`src/rtl/bdq_pkg.sv`:
```
package bdq_pkg;

    // Default ring depth and fixed field widths
    localparam int DEPTH_DEF = 64;
    localparam int VALUE_W   = 32;
    localparam int OP_W      = 3;
    localparam int STATUS_W  = 2;

    // Operation codes carried on s_axis_tuser
    typedef enum logic [OP_W-1:0] {
        OP_PUSH_FRONT = 3'd0,
        OP_PUSH_BACK  = 3'd1,
        OP_POP_FRONT  = 3'd2,
        OP_POP_BACK   = 3'd3,
        OP_SEARCH     = 3'd4
    } bdq_op_t;

    // Result status codes
    typedef enum logic [STATUS_W-1:0] {
        STATUS_OK       = 2'd0,
        STATUS_FULL     = 2'd1,
        STATUS_EMPTY    = 2'd2,
        STATUS_NOTFOUND = 2'd3
    } bdq_status_t;

    // Control state
    typedef enum logic {
        S_IDLE,
        S_SCAN
    } bdq_state_t;

    // Commands broadcast to every cell of the chain
    typedef struct packed {
        logic push_front;  // take the neighbour's entry from the front side
        logic pop_front;   // take the neighbour's entry from the back side
        logic compare;     // load match flag from key comparison
        logic scan;        // shift match flags one cell towards the front
    } bdq_cell_ctrl_t;

endpackage

```
`src/rtl/bdq_cell.sv`:
```
module bdq_cell (
    input  logic                                 aclk,
    input  logic                                 aresetn,
    input  bdq_pkg::bdq_cell_ctrl_t              ctrl,
    input  logic                                 wr_back,
    input  logic                                 occupied,
    input  logic signed [bdq_pkg::VALUE_W-1:0]   new_value,
    input  logic signed [bdq_pkg::VALUE_W-1:0]   front_data,
    input  logic signed [bdq_pkg::VALUE_W-1:0]   back_data,
    input  logic                                 back_match,
    output logic signed [bdq_pkg::VALUE_W-1:0]   data_out,
    output logic                                 match_out
);

    logic signed [bdq_pkg::VALUE_W-1:0] data_reg;
    logic                               match_reg;

    // Entry storage: shifts with front pushes and pops, written on back push
    always_ff @(posedge aclk) begin
        if (ctrl.push_front) begin
            data_reg <= front_data;
        end else if (ctrl.pop_front) begin
            data_reg <= back_data;
        end else if (wr_back) begin
            data_reg <= new_value;
        end
    end

    // Match flag: compared in parallel, then shifted towards the front
    always_ff @(posedge aclk) begin
        if (!aresetn) begin
            match_reg <= 1'b0;
        end else if (ctrl.compare) begin
            match_reg <= occupied && (data_reg == new_value);
        end else if (ctrl.scan) begin
            match_reg <= back_match;
        end
    end

    assign data_out  = data_reg;
    assign match_out = match_reg;

endmodule

```
`config.mk`:
```
export PLATFORM = sky130hd
export DESIGN_NAME = bdq_cell
export DESIGN_NICKNAME = d
export VERILOG_FILES = /design/src/rtl/bdq_pkg.sv /design/src/rtl/bdq_cell.sv
export SDC_FILE = /design/constraint.sdc
export NUM_CORES = 1
export LEC_CHECK = 0
export BUFFER_PORTS_ARGS = -buffer_cell sky130_fd_sc_hd__buf_2
export CORE_ASPECT_RATIO = 1.2
export CORE_UTILIZATION = 42
export CTS_CLUSTER_SIZE = 12
export DETAILED_ROUTE_END_ITERATION = 10
export PLACE_DENSITY = 0.91
export SYNTH_ARGS = -nofsm -noshare
export SYNTH_HDL_FRONTEND = slang
export SYNTH_SLANG_ARGS = --single-unit
export TNS_END_PERCENT = 50
```
`constraint.sdc`:
```
create_clock -name aclk -period 2.23 [get_ports aclk]
set_clock_uncertainty 0.15 [all_clocks]
set_input_delay 0.669 -clock aclk [delete_from_list [all_inputs] [get_ports aclk]]
set_output_delay 0.669 -clock aclk [all_outputs]
set_load 0.05 [all_outputs]
```
* Word level (Yosys, flattened, before mapping)
Cells that the tools add are included.
** Cells by class
- Equality and inequality tests :: 1
- Muxes and demuxes :: 5
- Reduce and logical (&&, ||, !) cells :: 3
** Operators with widths (count)
- two-way mux 32 bit :: 3
- == test 32 bit :: 1
- nonzero test 3 bit :: 1
- two-way mux 1 bit :: 2
- nonzero test 2 bit :: 1
- logical AND 1 bit :: 1
** Storage, ports and cells
- Register bits after elaboration :: 33
- Output and inout port bits :: 33
- Logic and storage cells :: 11

* Logic depth before layout (Yosys ltp)
Gate-level depths: netlist of the first run.
- Word-level depth :: 3
- Mapped depth :: 5
- Mapped depth without buffers :: 5

* Least setup slack after synthesis of the first run
OpenSTA, ideal clock, no wires.
- Path kind :: input port to flip-flop
- Start :: input port ctrl[2] (netlist name)
- End :: register data_reg, in the netlist data_out[0] (enable)
- Library setup time :: 0.414 ns
- Data arrival time :: 1.577 ns
- Required time :: 1.666 ns
- Path slack :: 0.089 ns
- Stages :: 2
- Cell sequence :: buf_2 -> or3_1
** On the way
- Cells in the longest elaborated chain, start to end :: 1
** Ends and longest elaborated chain
- start, declared :: RTL line bdq_cell.sv:4 : input bdq_pkg::bdq_cell_ctrl_t ctrl,
- nonzero test 3 bit (no line)
- end signal, assigned :: RTL line bdq_cell.sv:21 : data_reg <= front_data;
- end signal, assigned :: RTL line bdq_cell.sv:23 : data_reg <= back_data;
- end signal, assigned :: RTL line bdq_cell.sv:25 : data_reg <= new_value;
- end, declared :: RTL line bdq_cell.sv:15 : logic signed [bdq_pkg::VALUE_W-1:0] data_reg;
Every way passes these cells.
A chain may end at the register's enable or synchronous reset.

* Worst setup path after layout of the first run
- Start :: register data_reg, in the netlist data_out[11]
- End :: output port data_out[11] (netlist name)
** RTL lines
- end, declared :: RTL line bdq_cell.sv:11 : output logic signed [bdq_pkg::VALUE_W-1:0] data_out,
No word-level cell between the ends.

==> impl_results.md, run 1 <==
* Slowest cell on crit path: edfxtp_1
* DRT Pass-1 Iters at 5
* Switching pwr at between 600 and 700 µW
* VDD IR max at around 0.0004 V
* Final antenna-violating net count at 0
* CTS resizes at 0
* Post-Layout Cell Count at 385
* Final hold vios at 0
* Clock transition at the registers of the reported paths at 0.06 ns
* Final min period at 1.75 ns
* CP Class: reg2out
* DR WL/cell at about 14 µm
* Sw Ratio at 0.350
* Hold crit path type: reg2reg
* Flop pwr share at 0.426
* Setup TNS at 0 ns
* Gr ovfl total at 0
* Crit share post-route at 0.786
* Synth unique cells at 16
* Comb power frac at 0.337
* Vert. Die Dim at 77.9 µm
* Post-Synthesis Cells at 188
* First-pass GRT wire length at 8.07 mm
* Clock latency at the later pin of the worst-skew pair at 0.28 ns
* Slowest Stage Delay on Critical Path at 0.37 ns
* Worst path bufs/invs at 1
* CP required at roughly 1.4 ns
* Initial core utilization at 0.439
* Vias in the first global route at 1835
* GRT Overall Usage at 0.213
* Detail Placement HPWL at 4.40 mm
* Ys Warns at 0
* Measured slew at the worst slew-check pin at 0.269 ns
* DRC viols at 0
* Commonest cells after routing, fill and taps aside: 137 x buf_2, 33 x mux2i_1, 33 x o21ai_0, 32 x nand2_1, 32 x edfxtp_1
* Post-Syn Area at 0.00202 mm²
* Max-slew headroom at 0.821
* Commonest non-fill, non-tap cell in the layout: buf_2
* Leakage power at roughly 1.4 nW
* CTS tree: done
* CTS Buf Count at 5
* Status: complete, no violations
* Clk buf depth at 2
* Largest net degree at the start of global routing at 33
* Power density over cell area at 666 mW/mm²
* Final setup viols at 0
* Initial antenna violation count at 0
* Area of the die at 0.00509 mm²
* Clk pwr share at 0.237
* Final Util at 0.623
* CP Max Fanout at 2
* Crit path launch type: register
* Nets at 431
* CTS Hold Bufs at 0
* CTS root buffer: clkbuf_8
* Total of max-cap violations at 0
* Core Footprint at between 0.004 and 0.005 mm²
* Die Span X at 65.3 µm
* Syn nets at 293
* Setup crit end kind: output pin
* Area after detailed placement at around 0.0028 mm²
* Routability cong. at 0.757
* Vias at 1900
* Crit-path cells: buf_2
* Area Overhead vs Synth at 41.7%
* Flops & latches, synth at 33
* Fillers at 397
* Highest clock rate at about 570 MHz
* Syn avg cell area at 10.7 µm²
* RSZ-0062 raised after global routing: no
* Buffer count from post-CTS setup fixing at 0
* Detailed Route Iter0 Violations at 78
* CP top delay family: flip-flops
* I/O pin cnt at 138
* Final instance area at 0.00286 mm²
* Clock sink count at 33
* Internal power at approximately 1.2 mW
* N_diodes at 0
* Share of cells above drive strength 1 at 0.453
* Sequential cell area fraction in the yosys report at 0.486
* Port Buf Inserts at between 100 and 150
* CP Data Arrival Time at roughly 0.93 ns
* Placed instance count at between 300 and 400
* Via-to-Cell Ratio at 4.94
* WL final at between 5 and 6 mm
* Site row count at 27
* Max-slew violations at 0
* Htree depth at 2
-- state kept, by name, summed over array words and instances (netlist names) --
register / count
data_out: 32
match_out: 1
-- per-stage QoR --
stage                     hold slack [ns]  total power [mW]  setup WS [ns]
final                               0.439              1.90          0.478
after global routing                0.519              2.00          0.436
after CTS                           0.445              1.93          0.465
after floorplan                     0.605              1.25         0.0891
after global placement              0.428              1.46          0.325
after detailed placement            0.436              1.47          0.362
-- Yosys cell counts, drive strengths merged --
master / instances / area, µm²
mux2i: 33 / 330
o21ai: 33 / 165
edfxtp: 32 / 961
nand2: 32 / 120
xnor2: 29 / 254
nand4: 8 / 50.1
buf: 6 / 37.5
clkbuf: 5 / 18.8
xor2: 3 / 26.3
nor4: 2 / 12.5
dfxtp: 1 / 20.0
nand2b: 1 / 6.26
nand3: 1 / 5.00
nor3: 1 / 5.00
or3: 1 / 6.26
-- worst register-to-register path, stage by stage, from the launching register on --
cell and delay (ns):
edfxtp_1 0.42, xnor2_1 0.24, nand4_1 0.14, nor4_1 0.28, nand3_1 0.09, o21ai_0 0.08
-- per-layer routing --
| layer | vias to the layer above | track usage | wire length [µm] |
|---|---|---|---|
| met5 | - | 0 | 0 |
| met4 | 0 | 0.0674 | 80 |
| met3 | 11 | 0.0500 | 283 |
| met2 | 77 | 0.413 | 2940 |
| met1 | 859 | 0.216 | 2060 |
| li1 | 953 | - | - |
-- path summary, 6_finish.rpt --
kind,start,end,slack (ns),cells past startpoint
max,data_out[11],data_out[11],0.48,1
min,match_out,match_out,0.44,2
max reg2reg,data_out[3],match_out,0.76,5
min reg2reg,match_out,match_out,0.44,2
-- cells by family (layout without fill, tap and decap cells) --
kind of cell	after synthesis	count (layout)	synth area share
compound gates	33	33	0.0818
buf+inv	11	150	0.0279
xor+xnor	32	32	0.139
mux	33	33	0.164
simple gates	46	46	0.102
flops	33	33	0.486
-- cell type report --
cell class,instances,area (µm²),share of cell area
multi-input cells,144,981,0.343
clock buffers,8,90.1,0.0315
flip-flops and latches,33,981,0.343
repair buffers,142,736,0.257
well taps,58,72.6,0.0254
-- power by group through the flow --
stage / clock network (mW) / registers, mW / logic (mW)
after global routing: 0.497 / 0.817 / 0.683
after global placement: 0 / 0.819 / 0.639
after floorplan: 0 / 1.07 / 0.181
final: 0.452 / 0.810 / 0.642
after detailed placement: 0 / 0.824 / 0.647
after CTS: 0.467 / 0.811 / 0.649
(Power assumes the default switching activity.)
==> run 2: changes to the inputs <==
==> constraint.sdc (replaced) <==
create_clock -name aclk -period 1.7 [get_ports aclk]
set_clock_uncertainty 0.15 [all_clocks]
set_input_delay 0.51 -clock aclk [delete_from_list [all_inputs] [get_ports aclk]]
set_output_delay 0.51 -clock aclk [all_outputs]
set_load 0.05 [all_outputs]
==> impl_results.md, run 2 (synthesis gave the netlist of run 1 again) <==
* Status: complete, no violations
* Initial core utilization at 0.439 (unchanged)
* CP endpoint: data_out[8]
* WL final at 5.41 mm (+0.80%)
* Crit path launch type: register
* Max-slew headroom at 0.639 (-0.182)
* Vias at 1906 (+0.32%)
* RSZ-0062 raised after global routing: no
* N_diodes at 0 (unchanged)
* Routability cong. at 0.698 (-7.8%)
* DRT Pass-1 Iters at 4 (-1)
* Slowest Stage Delay on Critical Path at 0.39 ns (+0.02 ns)
* Die Span X at 65.3 µm (unchanged)
* Commonest non-fill, non-tap cell in the layout: buf_2
* Vert. Die Dim at 77.9 µm (unchanged)
* Final antenna-violating net count at 0 (unchanged)
* Crit share post-route at 0.941
* CP top delay family: flip-flops
* Worst hold slack at 0.360 ns (-0.0783 ns)
* Clock latency at the later pin of the worst-skew pair at 0.27 ns (about the same)
* FF-to-FF Start: data_out[7]
* CP Max Fanout at 2 (unchanged)
* Max FFs per register at 32 (unchanged)
* Clock transition at the registers of the reported paths at 0.07 ns (about the same)
* FF-to-FF End: match_out
* Dpl ws at -0.0262 ns (-0.388 ns)
* CP Class: reg2out
* CTS Buf Count at 5 (unchanged)
* Area Overhead vs Synth at 42.0%
* Max-slew violations at 0 (unchanged)
* GRT Overall Usage at 0.220 (+0.00677)
* CTS Hold Bufs at 0 (unchanged)
* Post-route setup slack at 0.100 ns (-0.378 ns)
* Port Buf Inserts at 137 (unchanged)
* CTS resizes at 0 (unchanged)
* VDD IR max at 0.000712 V (+79%)
* Power density over cell area at 858 mW/mm² (+29%)
* Buffer count from post-CTS setup fixing at 0 (unchanged)
* Commonest cells after routing, fill and taps aside: 137 x buf_2, 33 x mux2i_1, 33 x o21ai_0, 32 x nand2_1, 32 x edfxtp_1
* I/O pin cnt at 138 (unchanged)
* Setup TNS at 0 ns (unchanged)
* Slowest cell on crit path: edfxtp_1
* Stages on worst setup path at 1 (unchanged)
* GR Layer Usage met1 at 0.236 (+0.0199)
* Largest net degree at the start of global routing at 65 (+97%)
* Detail Placement HPWL at 4.30 mm (-2.2%)
* R2R Setup Slk at 0.23 ns (-0.53 ns)
* Final hold vios at 0 (unchanged)
* Clk buf depth at 2 (unchanged)
* Leakage power at 1.36 nW (+0.49%)
* Final setup viols at 0 (unchanged)
* Measured slew at the worst slew-check pin at 0.542 ns (+0.273 ns)
* Share of cells above drive strength 1 at 0.460 (+0.00777)
* Site row count at 27 (unchanged)
* Setup crit end kind: output pin
* Met2 Use GR at 0.434 (+0.0206)
* CP Data Arrival Time at 0.94 ns (about the same)
* DRC viols at 0 (unchanged)
* Worst-case reg-to-reg path depth at 5 (unchanged)
* CTS tree: done
* Initial antenna violation count at 0 (unchanged)
* Detailed Route Iter0 Violations at 51 (-35%)
* Htree depth at 2 (unchanged)
* Hold crit path type: in2reg
* Critical Path Source: data_out[8]
* Via-to-Cell Ratio at 4.94 (about the same)
* Busiest grt layer: met2
* Worst path bufs/invs at 1 (unchanged)
* Highest clock rate at 625 MHz
* CP required at 1.04 ns (-0.37 ns)
* Vias in the first global route at 1895 (+3.3%)
* First-pass GRT wire length at 8.44 mm (+4.5%)
* Gr ovfl total at 0 (unchanged)
* Final min period at ~1.6 ns
* Clock sink count at 33 (unchanged)
* Nets at 432 (+0.23%)
* Met3 usage at 0.0324 (-0.0176)
* Core Footprint at 0.00459 mm² (unchanged)
* DR WL/cell at 14.0 µm (+0.54%)
* Total of max-cap violations at 0 (unchanged)
* Area of the die at 0.00509 mm² (unchanged)
* Crit-path cells: buf_2
* CTS root buffer: clkbuf_8
## run 2: cell count changes in the layout (fill, tap and decap cells not counted), sizes merged
cell,delta
clkbuf,-2
clkinv,+2
buf,+1
## run 2: metrics by stage
stage | instances | cell area [µm²] | util | total power [mW]
after global placement | 378 | 2780 | 0.606 | 1.91
after floorplan | 188 | 2020 | - | 1.64
after global routing | 386 | 2870 | 0.624 | 2.57
after CTS | 386 | 2870 | 0.624 | 2.48
after detailed placement | 378 | 2780 | 0.606 | 1.93
final | 386 | 2870 | 0.624 | 2.46
## run 2: final cells by class
type,count,area (µm²)
multi-input combinational,144,986
timing repair buffer,143,743
tap,58,72.6
fill,399,1730
sequential,33,981
clock buffer,6,72.6
clock inverter,2,10.0
## run 2: power by group
group | switching [mW] | internal (mW) | total (mW) | leakage (nW)
clock network | 0.269 | 0.283 | 0.553 | 0.0450
registers | 0.0607 | 1.00 | 1.06 | 0.347
logic | 0.548 | 0.295 | 0.843 | 0.969
total | 0.878 | 1.58 | 2.46 | 1.36
## run 2: worst min-delay path by stage
stage	slack, ns	end	from	cells past startpoint
6_report	0.36	data_out[0]	front_data[0]	3
3_3_place_gp	0.42	match_out	match_out	2
2_1_floorplan	0.52	match_out	aresetn	2
4_1_cts	0.35	data_out[29]	front_data[29]	3
3_5_place_dp	0.47	match_out	match_out	2
5_1_grt	0.37	data_out[26]	front_data[26]	3
## run 2: routing by layer
| metal | share of wire | wire length [µm] |
|---|---|---|
| met5 | 0 | 0 |
| met4 | 0.0078 | 42 |
| met3 | 0.058 | 315 |
| met2 | 0.55 | 2990 |
| met1 | 0.38 | 2060 |
